[src/rtl/uplink_contention_and_rr_scheduler_assert.svh]
// assertion macros for the uplink scheduler
// both sample on the rising edge of clk and are off while rst is high
`ifndef UPLINK_CONTENTION_AND_RR_SCHEDULER_ASSERT_SVH
`define UPLINK_CONTENTION_AND_RR_SCHEDULER_ASSERT_SVH

// same-cycle implication
`define URRS_ASSERT_NOW(label, ante, cons) \
  label: assert property (@(posedge clk) disable iff (rst) (ante) |-> (cons)) \
    else $error("scheduler check failed");

// next-cycle implication
`define URRS_ASSERT_NEXT(label, ante, cons) \
  label: assert property (@(posedge clk) disable iff (rst) (ante) |=> (cons)) \
    else $error("scheduler check failed");

`endif

[src/rtl/urrs_pkg.sv]
// ----------------------------------------------------------------------------
// urrs_pkg
// shared types and constants of the uplink contention resolver and scheduler
// ----------------------------------------------------------------------------
package urrs_pkg;

  localparam int PRE_W     = 6;
  localparam int BITS_W    = 32;
  localparam int BPB_W     = 16;
  localparam int BLK_W     = 7;
  localparam int ALLOC_W   = 23;
  localparam int MAX_BLOCKS = 110;

  // input operation codes
  localparam logic [1:0] OP_REQUEST = 2'd0;
  localparam logic [1:0] OP_RESOLVE = 2'd1;
  localparam logic [1:0] OP_TICK    = 2'd2;

  // register indexes
  localparam logic REG_BITS_PER_BLOCK  = 1'b0;
  localparam logic REG_BLOCKS_PER_TICK = 1'b1;

  // result kinds
  localparam logic KIND_RESPONSE = 1'b0;
  localparam logic KIND_GRANT    = 1'b1;

  // entry handed around the ring during contention resolution
  typedef struct packed {
    logic             valid;
    logic [PRE_W-1:0] preamble;
  } ring_t;

  // broadcast commands from the controller to every cell
  typedef struct packed {
    logic req_wr;
    logic ring_load;
    logic ring_shift;
    logic resp_take;
    logic tick_start;
    logic tick_step;
    logic grant_take;
  } cell_cmd_t;

  // per-cell status seen by the controller
  typedef struct packed {
    logic             req_valid;
    logic             collided;
    logic             pending_nz;
    logic             token;
    logic [BLK_W-1:0] blocks;
  } cell_stat_t;

endpackage

[src/rtl/urrs_cell.sv]
// ----------------------------------------------------------------------------
// urrs_cell
// one UE slot: stored request, pending bits, block count, ring and token stage
// ----------------------------------------------------------------------------
module urrs_cell
  import urrs_pkg::*;
(
  input  logic              clk,
  input  logic              rst,
  input  cell_cmd_t         cmd,
  input  logic              sel,
  input  logic [PRE_W-1:0]  preamble,
  input  logic [BITS_W-1:0] pending_bits,
  input  logic [BPB_W-1:0]  bits_per_block,
  input  ring_t             ring_in,
  output ring_t             ring_out,
  input  logic              token_in,
  output cell_stat_t        stat
);

  logic              req_valid;
  logic [PRE_W-1:0]  req_pre;
  logic [BITS_W-1:0] req_bits;
  logic [BITS_W-1:0] pending;
  logic [BLK_W-1:0]  blocks;
  logic              collided;
  logic              token;
  ring_t             ring;
  logic              serve;
  logic [BITS_W-1:0] bpb_ext;

  assign bpb_ext = {{(BITS_W-BPB_W){1'b0}}, bits_per_block};
  assign serve   = token && (pending != '0);

  always_ff @(posedge clk) begin
    if (rst) begin
      req_valid <= 1'b0;
      pending   <= '0;
      blocks    <= '0;
      token     <= 1'b0;
      collided  <= 1'b0;
      ring      <= '0;
    end else begin
      if (cmd.req_wr && sel) begin
        req_valid <= 1'b1;
      end
      if (cmd.ring_load) begin
        ring     <= '{valid: req_valid, preamble: req_pre};
        collided <= 1'b0;
      end
      if (cmd.ring_shift) begin
        ring <= ring_in;
        if (ring_in.valid && req_valid && (ring_in.preamble == req_pre)) begin
          collided <= 1'b1;
        end
      end
      if (cmd.resp_take && sel) begin
        req_valid <= 1'b0;
        if (!collided) begin
          pending <= req_bits;
        end
      end
      if (cmd.tick_start) begin
        token  <= sel;
        blocks <= '0;
      end
      if (cmd.tick_step) begin
        token <= token_in;
        if (serve) begin
          blocks  <= blocks + 1'b1;
          pending <= (pending > bpb_ext) ? (pending - bpb_ext) : '0;
        end
      end
      if (cmd.grant_take && sel) begin
        blocks <= '0;
      end
    end
  end

  // request payload needs no reset
  always_ff @(posedge clk) begin
    if (cmd.req_wr && sel) begin
      req_pre  <= preamble;
      req_bits <= pending_bits;
    end
  end

  assign ring_out = ring;
  assign stat     = '{req_valid: req_valid, collided: collided,
                      pending_nz: (pending != '0), token: token, blocks: blocks};

endmodule

[src/rtl/uplink_contention_and_rr_scheduler.sv]
// ----------------------------------------------------------------------------
// uplink_contention_and_rr_scheduler
// contention resolver and round robin resource block scheduler over a ring
// of per-UE cells
// ----------------------------------------------------------------------------
// request: stored in the addressed cell; resolve: ring walk, then a scan of the cells
// tick: one ring step per cycle until the blocks run out or no cell has bits, then a scan
// one item at a time; the ring walk and the result scan set the item time
// results leave from a registered output stage, one beat per cycle at most
// reset clears all stored requests, pending bits and block counts at once
// ----------------------------------------------------------------------------
module uplink_contention_and_rr_scheduler
  import urrs_pkg::*;
#(
  parameter int NUM_UE = 16   // 2 to 16, bounded by the ue_id width
)
(
  input  logic                clk,
  input  logic                rst,
  // configuration port
  input  logic                psel,
  input  logic                penable,
  input  logic                pwrite,
  input  logic [2:0]          paddr,
  input  logic [31:0]         pwdata,
  output logic [31:0]         prdata,
  output logic                pready,
  // input channel
  input  logic                in_valid,
  output logic                in_stall,
  input  logic [1:0]          opcode,
  input  logic [3:0]          ue_id,
  input  logic [PRE_W-1:0]    preamble,
  input  logic [BITS_W-1:0]   pending_bits,
  // result channel
  output logic                out_valid,
  input  logic                out_stall,
  output logic                kind,
  output logic [3:0]          ue_id_out,
  output logic                granted,
  output logic [ALLOC_W-1:0]  allocated_bits,
  output logic                last
);

`include "uplink_contention_and_rr_scheduler_assert.svh"

  localparam int IDX_W = $clog2(NUM_UE);

  typedef enum logic [4:0] {
    ST_IDLE  = 5'b00001,
    ST_RING  = 5'b00010,
    ST_RESP  = 5'b00100,
    ST_TICK  = 5'b01000,
    ST_GRANT = 5'b10000
  } state_t;

  state_t             state;
  logic [IDX_W-1:0]   idx;
  logic [BLK_W-1:0]   blk_cnt;
  logic [BPB_W-1:0]   bits_per_block;
  logic [BLK_W-1:0]   blocks_per_tick;
  logic [BLK_W-1:0]   blk_limit;

  cell_cmd_t          cmd;
  logic [NUM_UE-1:0]  sel;
  ring_t              ring [NUM_UE];
  cell_stat_t         stat [NUM_UE];

  logic [NUM_UE-1:0]  req_valid_vec;
  logic [NUM_UE-1:0]  pending_vec;
  logic [NUM_UE-1:0]  token_vec;
  logic [NUM_UE-1:0]  served_vec;
  logic [NUM_UE-1:0]  blocks_vec;
  logic [NUM_UE-1:0]  later_vec;

  logic               accept;
  logic               slot_free;
  logic               scan_end;
  logic               out_load;
  logic               ue_in_range;
  cell_stat_t         cur;

  // ---------------------------------------------------------------- config
  assign pready = 1'b1;

  always_ff @(posedge clk) begin
    if (rst) begin
      bits_per_block  <= BPB_W'(1000);
      blocks_per_tick <= BLK_W'(25);
    end else if (psel && penable && pwrite && pready) begin
      case (paddr[2])
        REG_BITS_PER_BLOCK:  bits_per_block  <= pwdata[BPB_W-1:0];
        REG_BLOCKS_PER_TICK: blocks_per_tick <= pwdata[BLK_W-1:0];
        default: ;
      endcase
    end
  end

  always_comb begin
    case (paddr[2])
      REG_BITS_PER_BLOCK:  prdata = {{(32-BPB_W){1'b0}}, bits_per_block};
      REG_BLOCKS_PER_TICK: prdata = {{(32-BLK_W){1'b0}}, blocks_per_tick};
      default:             prdata = '0;
    endcase
  end

  // blocks per tick clamped to the carrier size
  assign blk_limit = (blocks_per_tick > BLK_W'(MAX_BLOCKS)) ? BLK_W'(MAX_BLOCKS)
                                                           : blocks_per_tick;

  // ---------------------------------------------------------------- cells
  genvar g;
  generate
    for (g = 0; g < NUM_UE; g++) begin : g_cell
      urrs_cell u_cell (
        .clk            (clk),
        .rst            (rst),
        .cmd            (cmd),
        .sel            (sel[g]),
        .preamble       (preamble),
        .pending_bits   (pending_bits),
        .bits_per_block (bits_per_block),
        .ring_in        (ring[(g + NUM_UE - 1) % NUM_UE]),
        .ring_out       (ring[g]),
        .token_in       (stat[(g + NUM_UE - 1) % NUM_UE].token),
        .stat           (stat[g])
      );
      assign req_valid_vec[g] = stat[g].req_valid;
      assign pending_vec[g]   = stat[g].pending_nz;
      assign token_vec[g]     = stat[g].token;
      assign served_vec[g]    = stat[g].token && stat[g].pending_nz;
      assign blocks_vec[g]    = (stat[g].blocks != '0);
      assign later_vec[g]     = (IDX_W'(g) > idx);
    end
  endgenerate

  // ---------------------------------------------------------------- control
  assign in_stall    = (state != ST_IDLE);
  assign accept      = in_valid && !in_stall;
  assign slot_free   = !out_valid || !out_stall;
  assign scan_end    = (idx == IDX_W'(NUM_UE - 1));
  assign cur         = stat[idx];
  assign ue_in_range = (32'(ue_id) < NUM_UE);

  // cell addressed: request target, scan position, or cell 0 to seed the token
  always_comb begin
    for (int i = 0; i < NUM_UE; i++) begin
      if (state == ST_IDLE) begin
        sel[i] = (opcode == OP_TICK) ? (i == 0) : (ue_id == 4'(i));
      end else begin
        sel[i] = (idx == IDX_W'(i));
      end
    end
  end

  always_comb begin
    cmd = '0;
    out_load = 1'b0;
    case (state)
      ST_IDLE: begin
        if (accept) begin
          case (opcode)
            OP_REQUEST: cmd.req_wr     = ue_in_range;
            OP_RESOLVE: cmd.ring_load  = (req_valid_vec != '0);
            OP_TICK:    cmd.tick_start = (pending_vec != '0) && (blk_limit != '0);
            default: ;
          endcase
        end
      end
      ST_RING: cmd.ring_shift = 1'b1;
      ST_RESP: begin
        if (slot_free && cur.req_valid) begin
          cmd.resp_take = 1'b1;
          out_load      = 1'b1;
        end
      end
      ST_TICK: begin
        cmd.tick_step = (blk_cnt != blk_limit) && (pending_vec != '0);
      end
      ST_GRANT: begin
        if (slot_free && (cur.blocks != '0)) begin
          cmd.grant_take = 1'b1;
          // zero-sized blocks grant nothing and are never reported
          out_load       = (bits_per_block != '0);
        end
      end
      default: ;
    endcase
  end

  always_ff @(posedge clk) begin
    if (rst) begin
      state   <= ST_IDLE;
      idx     <= '0;
      blk_cnt <= '0;
    end else begin
      case (state)
        ST_IDLE: begin
          idx     <= '0;
          blk_cnt <= '0;
          if (cmd.ring_load) begin
            state <= (NUM_UE > 1) ? ST_RING : ST_RESP;
          end else if (cmd.tick_start) begin
            state <= ST_TICK;
          end
        end
        // NUM_UE-1 shifts let every cell see every other stored request
        ST_RING: begin
          if (idx == IDX_W'(NUM_UE - 2)) begin
            idx   <= '0;
            state <= ST_RESP;
          end else begin
            idx <= idx + 1'b1;
          end
        end
        ST_RESP: begin
          if (slot_free) begin
            idx <= idx + 1'b1;
            if (scan_end) begin
              state <= ST_IDLE;
            end
          end
        end
        // token moves one cell a cycle, a block goes to the holder if it has bits
        ST_TICK: begin
          if (cmd.tick_step) begin
            if (served_vec != '0) begin
              blk_cnt <= blk_cnt + 1'b1;
            end
          end else begin
            idx   <= '0;
            state <= ST_GRANT;
          end
        end
        ST_GRANT: begin
          if (slot_free) begin
            idx <= idx + 1'b1;
            if (scan_end) begin
              state <= ST_IDLE;
            end
          end
        end
        default: state <= ST_IDLE;
      endcase
    end
  end

  // ---------------------------------------------------------------- output stage
  always_ff @(posedge clk) begin
    if (rst) begin
      out_valid <= 1'b0;
    end else if (out_load) begin
      out_valid <= 1'b1;
    end else if (!out_stall) begin
      out_valid <= 1'b0;
    end
  end

  always_ff @(posedge clk) begin
    if (out_load) begin
      ue_id_out <= 4'(idx);
      if (state == ST_RESP) begin
        kind           <= KIND_RESPONSE;
        granted        <= !cur.collided;
        allocated_bits <= '0;
        last           <= ((req_valid_vec & later_vec) == '0);
      end else begin
        kind           <= KIND_GRANT;
        granted        <= 1'b0;
        allocated_bits <= {{(ALLOC_W-BLK_W){1'b0}}, cur.blocks} *
                          {{(ALLOC_W-BPB_W){1'b0}}, bits_per_block};
        last           <= ((blocks_vec & later_vec) == '0);
      end
    end
  end

  // ---------------------------------------------------------------- checks
  `URRS_ASSERT_NOW(a_token_onehot, state == ST_TICK, $onehot(token_vec))
  `URRS_ASSERT_NOW(a_grant_nonzero, out_valid && kind == KIND_GRANT, allocated_bits != '0)
  `URRS_ASSERT_NEXT(a_resolve_clears, state == ST_RESP && slot_free && scan_end,
                    req_valid_vec == '0)

endmodule
[config.mk]
export PLATFORM = sky130hd
export DESIGN_NAME = uplink_contention_and_rr_scheduler
export DESIGN_NICKNAME = d
export VERILOG_FILES = /design/src/rtl/urrs_pkg.sv /design/src/rtl/urrs_cell.sv /design/src/rtl/uplink_contention_and_rr_scheduler.sv
export VERILOG_INCLUDE_DIRS = /design/src /design/src/rtl
export SDC_FILE = /design/constraint.sdc
export NUM_CORES = 2
export LEC_CHECK = 0
export ABC_CLOCK_PERIOD_IN_PS = 24900
export BUFFER_PORTS_ARGS = -buffer_cell sky130_fd_sc_hd__buf_2
export CAP_MARGIN = 40
export CORE_MARGIN = 3
export CORE_UTILIZATION = 50
export CTS_CLUSTER_SIZE = 8
export DETAILED_ROUTE_END_ITERATION = 7
export GPL_ROUTABILITY_DRIVEN = 0
export PLACE_DENSITY = 0.66
export SETUP_SLACK_MARGIN = 0.2
export SLEW_MARGIN = 40
export SYNTH_ARGS = -nofsm -noshare
export SYNTH_HDL_FRONTEND = slang
export SYNTH_HIERARCHICAL = 1
export SYNTH_SLANG_ARGS = --single-unit
[constraint.sdc]
create_clock -name clk -period 24.9 [get_ports clk]
set_clock_uncertainty 0.1 [all_clocks]
set_input_delay 1.245 -clock clk [delete_from_list [all_inputs] [get_ports clk]]
set_output_delay 1.245 -clock clk [all_outputs]
set_load 0.05 [all_outputs]
# After elaboration in Yosys (flattened, before gate mapping)
# Index checks and enable logic that the tools add are counted.
# classes
eq_ne	63
mul	1
add_sub_neg	34
n_mux	310
n_reduce_logical	193
n_bitwise	4
order_cmp	34
# op_table
operator	n
two-way mux 32 bit	80
two-way mux 7 bit	83
greater-than comparator 32 x 16 -> 1 bit	16
nonzero test 32 bit	16
subtractor 32 x 16 -> 32 bit	16
two-way mux 1 bit	128
nonzero test 7 bit	18
adder 7 x 1 -> 7 bit, second input constant	17
logical AND 1 bit	103
equality test 6 bit	16
OR reduction 2 bit	33
equality test 4 bit, second input constant	16
case mux 32 bit (2 select lines)	1
nonzero test 16 bit	4
binary-select mux 11 bit (select 4 bit)	1
bitwise AND 16 bit	2
equality test 4 x 3 -> 1 bit, second input constant	8
greater-than comparator 4 bit, first input constant	8
zero test 16 bit	2
two-way mux 5 bit	6
multiplier 7 x 16 -> 23 bit	1
two-way mux 11 bit	2
case mux 5 bit (4 select lines)	1
equality test 4 x 2 -> 1 bit, second input constant	4
other kinds (35)	57
# totals
in_bits	86
wordCells	794
reg_bits	1462
output_inout_bits	65

# Depth between registers and ports, before layout
# logic_depth
depth_word	11
mapped_depth	24
ltp_nobuf	21

# Modules after synthesis
# The synthesis kept the hierarchy.
# by_module_without_submodules
mod	seq_area_each_um2	instances	area_each_um2	cells_per_inst
urrs_cell at g_cell[14].u_cell ...	2122.0	6	4752.1	529
urrs_cell at g_cell[0].u_cell ...	2122.0	5	4787.1	535
urrs_cell at g_cell[5].u_cell ...	2122.0	4	4962.3	529
uplink_contention_and_rr_scheduler	1701.6	1	8954.8	1036
urrs_cell at g_cell[9].u_cell	2122.0	1	4730.8	518

# Least setup slack after synthesis
# No wires, ideal clock.
# synth_path
path_kind	register to register
start	register state[1]
end	register idx[0]
setup_ps	70
t_arrival_ps	8521
path_slack_ps	16209
t_required_ps	24730
n_path_buf	0
synth_period_minus_slack_ps	8691
path_stages_with_launch	6
cell_sequence	dfxtp_1 > nor4bb_1 > and2_1 > nor2_1 > or4_1 > a21oi_1
# synth_between
elab_chain_len	4
elab_cells_between_ends	12
cone_classes	eq/ne: 7; mux: 2; reduce/logical: 3
# synth_lines
item	line_no	rtl
start, declared	uplink_contention_and_rr_scheduler.sv:57	state_t state;
start signal, assigned	uplink_contention_and_rr_scheduler.sv:202	state <= (NUM_UE > 1) ? ST_RING : ST_RESP;
equality test 5 x 3 -> 1 bit (tied with other cells)	uplink_contention_and_rr_scheduler.sv:197	case (state)
OR reduction 2 bit (no source line) / two-way mux 1 bit (equally long branches)	-	
nonzero test 4 bit (no source line) (tied with other cells)	-	
AND reduction 3 bit (no source line)	-	
end signal, assigned	uplink_contention_and_rr_scheduler.sv:213	idx <= idx + 1'b1;
end signal, assigned	uplink_contention_and_rr_scheduler.sv:218	idx <= idx + 1'b1;
end signal, assigned	uplink_contention_and_rr_scheduler.sv:237	idx <= idx + 1'b1;
end, declared	uplink_contention_and_rr_scheduler.sv:58	logic [IDX_W-1:0] idx;
# Parallel ways exist; a longest one is shown, timed or not.
# A chain may end at the register's enable or synchronous reset.

# Worst setup path after layout
# layout_path
start	register idx[0]
end	register allocated_bits[17], data pin
# layout_between
elab_chain_len	5
# layout_lines
item	line_no	rtl
NOT 4 -> 5 bit (implied by the code)	uplink_contention_and_rr_scheduler.sv:142	assign cur = stat[idx];
binary-select mux 11 bit (select 4 bit)	uplink_contention_and_rr_scheduler.sv:142	
two-way mux 11 bit (implied by the code) (2 in series)	uplink_contention_and_rr_scheduler.sv:142	
multiplier 7 x 16 -> 23 bit	uplink_contention_and_rr_scheduler.sv:270	allocated_bits <= {{(ALLOC_W-BLK_W){1'b0}}, cur.blocks} *
end signal, assigned	uplink_contention_and_rr_scheduler.sv:270	
end, declared	uplink_contention_and_rr_scheduler.sv:41	output logic [ALLOC_W-1:0] allocated_bits,
# No other way between the ends. The select of a mux whose other input is x is not followed.

==> flow_summary.rst <==
.. list-table::
   :header-rows: 1

   * - Metric
     - Value
   * - Clock net sink count
     - 1462
   * - Number of remaining DRC errors
     - 0
   * - Worst setup path class
     - reg2reg
   * - TritonCTS clock tree
     - done
   * - GRT Overall Usage
     - 32.5%
   * - Total number of vias
     - 76980
   * - Syn-to-layout area delta
     - 10.3%
   * - Layout Cells excl Fill
     - 11996
   * - Critical Path Source Type
     - flip-flop
   * - Most common cell in the synthesized netlist
     - sky130_fd_sc_hd__nand2_1
   * - Largest area contributor in the synthesized netlist
     - sky130_fd_sc_hd__edfxtp_1
   * - Async SR Flop Fraction
     - 0%
   * - Buffers inserted during post-CTS setup optimization
     - 0
   * - CTS buffer count
     - 203
   * - Placeable core region
     - 170000 sq um
   * - Setup repair after global routing missed its margin
     - no
   * - Via count of the first global-routing pass
     - 72053
   * - Maximum fanout along the worst path
     - 30
   * - Share of synthesized area occupied by flip-flops and latches
     - 41.5%
   * - Arr. time, crit path
     - 7230 ps
   * - Setup Viol. Count Final
     - 0
   * - Final Max Slew Viols
     - 0
   * - Largest cells by area after synthesis
     - sky130_fd_sc_hd__edfxtp_1 22%, sky130_fd_sc_hd__dfxtp_1 19%, sky130_fd_sc_hd__a21oi_1 5.8%
   * - Max-cap check violation count
     - 0
   * - Total placed instance area
     - 88500 sq um
   * - Run status
     - finished clean
   * - Total Nets Final
     - 9982
   * - Highest clock frequency the design can meet
     - 0.150 GHz
   * - Leakage power of the design
     - 0.0369 uW
   * - Transition time at the pin with the least slew margin
     - 1010 ps
   * - Number of synthesized register bits
     - 1462
   * - Setup TNS
     - 0 ps
   * - Gate count of the mapped netlist
     - 9519
   * - First DRT Iteration DRCs
     - 9776
   * - Largest net degree at the start of global routing
     - 144
   * - Primary FF master, synth
     - sky130_fd_sc_hd__dfxtp_1
   * - Post-synth EDFFs
     - 638
   * - Router iterations before antenna repair
     - 8
   * - Post-CTS clock slew at the launch and capture registers of the worst setup and hold paths
     - 50 ps
   * - Relative slew margins
     - 32.7%
   * - Cts-stage hold buffer count
     - 0
   * - Fraction of layout cells with a size suffix above 1
     - 8.28%
   * - Fraction of post-synthesis cell area in the top cell type by area
     - 22.3%
   * - Yosys Warn Count
     - 6
   * - IO Pins
     - 151
   * - Global-route wire length before repair
     - 440000 microns
   * - Final critical-path share of the clock period
     - 26.8%
   * - Total die area
     - 177000 sq um
   * - Antenna Violating Nets Remaining
     - 0
   * - DR vias/cell
     - 6.42
   * - Class of the tightest hold or removal check
     - reg2reg
   * - Total placed cells including tap cells
     - 11582
   * - Average wire per cell in the routed design
     - 24.6 microns
   * - Effective utilization at floorplan
     - 50.5%
   * - Root buffer selected by CTS
     - sky130_fd_sc_hd__clkbuf_16
   * - Count of buffers from port buffering
     - 115
   * - Required time at the endpoint of the critical path
     - 25450 ps
   * - Number of gates given a new drive strength after cts
     - 0
   * - Post-detailed-placement half-perimeter wirelength
     - 190000 microns
   * - Post-layout instance area
     - 94800 sq um
   * - Source-to-sink clock delay at the later pin of the worst-skew pair
     - 880 ps
   * - Area of the mapped netlist
     - 86000 sq um
   * - Worst-case vdd ir drop
     - 0.0638 mV
   * - Element type at the critical path end
     - flip-flop
   * - Total congestion overflow
     - 0
   * - Power density over the cells
     - 58.3 nW/um^2
   * - Rows
     - 151
   * - Synth cell count leaders
     - 1029 x sky130_fd_sc_hd__nand2_1, 1001 x sky130_fd_sc_hd__a21oi_1, 998 x sky130_fd_sc_hd__nor2_1
   * - Total number of H-tree levels
     - 4
   * - Die span in x
     - 421 microns
   * - Minimum period implied by the final worst setup slack
     - 6680 ps
   * - Post-route worst hold slack
     - 344 ps
   * - CTS max path bufs
     - 3
   * - Final Hold Vio Count
     - 0
   * - Count of different cell masters after synthesis
     - 116
   * - Post-Syn Area per Cell
     - 9.03 sq um
   * - Total length of routed wires
     - 296000 microns
   * - Die Y-Extent
     - 421 microns
   * - Initial antenna violation count
     - 37
-- cell usage in the layout (no fill, tap or decap), types with 48 or more instances in the layout --
cell type                      n
sky130_fd_sc_hd__clkbuf_1    146
sky130_fd_sc_hd__a31oi_1     115
sky130_fd_sc_hd__o21a_1       57
sky130_fd_sc_hd__o21ai_0     233
sky130_fd_sc_hd__or3_1        58
sky130_fd_sc_hd__buf_2       107
sky130_fd_sc_hd__o31ai_1      93
sky130_fd_sc_hd__nor2b_1      74
sky130_fd_sc_hd__nand2_1    1029
sky130_fd_sc_hd__edfxtp_1    638
sky130_fd_sc_hd__nor2_1      984
sky130_fd_sc_hd__o21ai_1      85
sky130_fd_sc_hd__nand4_1     150
sky130_fd_sc_hd__a22oi_1      48
sky130_fd_sc_hd__mux2i_1     252
sky130_fd_sc_hd__xnor2_1     177
sky130_fd_sc_hd__ha_1        317
sky130_fd_sc_hd__nand2b_1     68
sky130_fd_sc_hd__o211ai_1     62
sky130_fd_sc_hd__xor2_1      165
sky130_fd_sc_hd__a21o_1       94
sky130_fd_sc_hd__or4_1        72
sky130_fd_sc_hd__and2_1      166
sky130_fd_sc_hd__nor3_1      228
sky130_fd_sc_hd__nand3b_1     55
sky130_fd_sc_hd__and3_1       62
sky130_fd_sc_hd__inv_1       455
sky130_fd_sc_hd__buf_4       127
sky130_fd_sc_hd__dfxtp_1     806
sky130_fd_sc_hd__nand3_1     190
sky130_fd_sc_hd__o22ai_1      81
sky130_fd_sc_hd__nor4_1      151
sky130_fd_sc_hd__fa_1         85
sky130_fd_sc_hd__a21oi_1     996
sky130_fd_sc_hd__clkbuf_16   203
-- cell type report --
| type | instances | area [sq um] |
|---|---|---|
| fill | 15183 | 75400 |
| multi-input combinational | 7116 | 46500 |
| sequential | 1462 | 35700 |
| clock buffer | 354 | 5700 |
| tap | 2295 | 2870 |
| timing repair buffer | 248 | 1770 |
| inverter | 463 | 1740 |
| clock inverter | 17 | 453 |
| antenna | 41 | 103 |
-- worst max-delay path, cell delays in order, from the launching register on --
cell and delay [ps]:
sky130_fd_sc_hd__dfxtp_4 630, sky130_fd_sc_hd__buf_12 300, sky130_fd_sc_hd__mux4_2 550, sky130_fd_sc_hd__nand2_1 80, sky130_fd_sc_hd__and3_1 190, sky130_fd_sc_hd__a31oi_1 80
sky130_fd_sc_hd__buf_4 250, sky130_fd_sc_hd__and2_1 200, sky130_fd_sc_hd__fa_1 550, sky130_fd_sc_hd__fa_1 440, sky130_fd_sc_hd__fa_1 550, sky130_fd_sc_hd__inv_1 60
sky130_fd_sc_hd__fa_1 520, sky130_fd_sc_hd__inv_1 40, sky130_fd_sc_hd__ha_1 360, sky130_fd_sc_hd__a211o_1 290, sky130_fd_sc_hd__o2111a_1 290, sky130_fd_sc_hd__o2111ai_1 410
sky130_fd_sc_hd__a21oi_1 150, sky130_fd_sc_hd__o21a_1 200, sky130_fd_sc_hd__nor3_1 190
-- path summary, 6_finish.rpt --
check | startpoint | cells past startpoint | end | slack (ps)
setup / recovery | idx[0] | 20 | allocated_bits[17] | 18220
hold reg to reg | g_cell[5].u_cell/req_bits[19] | 2 | g_cell[5].u_cell/pending[19] | 340
setup reg to reg | idx[0] | 20 | allocated_bits[17] | 18220
hold / removal | g_cell[5].u_cell/req_bits[19] | 2 | g_cell[5].u_cell/pending[19] | 340
-- flip-flops by register name (all words and copies together), names as in the netlist, 23 cells and up --
register / cells
g_cell.u_cell/pending: 512
g_cell.u_cell/ring_out: 112
g_cell.u_cell/req_bits: 512
g_cell.u_cell/req_pre: 96
allocated_bits: 23
g_cell.u_cell/blocks: 112
-- cells by family (layout without fill, tap and decap cells) --
| kind of cell | after synthesis | in the layout | synth area share, % |
|---|---|---|---|
| xor gates and xnor gates | 342 | 342 | 3.48 |
| muxes | 290 | 290 | 3.81 |
| adders and majority gates | 402 | 402 | 6.59 |
| and+or+nand+nor | 3562 | 3562 | 20.4 |
| AOI/OAI and AO/OA | 2503 | 2503 | 19.4 |
| other | 2 | 58 | 0.00873 |
| DFF | 1462 | 1462 | 41.5 |
| buffers and inverters | 956 | 1082 | 4.85 |
-- routing by layer --
| metal | track usage, % | vias up | part of all wire [%] |
|---|---|---|---|
| met2 | 50.3 | 4281 | 44 |
| met4 | 18.7 | 4 | 6.0 |
| met3 | 6.72 | 816 | 11 |
| li1 | - | 34871 | - |
| met5 | 0 | - | 0.010 |
| met1 | 42.0 | 37008 | 39 |
-- stage by stage --
stage | total power [uW] | util (%) | setup WS [ps]
finish | 5520 | 55.7 | 18220
global route | 5680 | 55.7 | 17830
CTS | 5560 | 55.6 | 18280
detailed placement | 2900 | 52.0 | 18300
global placement | 2890 | 51.8 | 18170
floorplan | 2760 | - | 16210
-- power by group --
| part | total (uW) | switching (uW) | internal, uW |
|---|---|---|---|
| combinational | 323 | 249 | 74.6 |
| sequential | 2540 | 14.5 | 2520 |
| clock | 2660 | 1110 | 1550 |
Note: power is estimated with default switching activity, not from simulation.
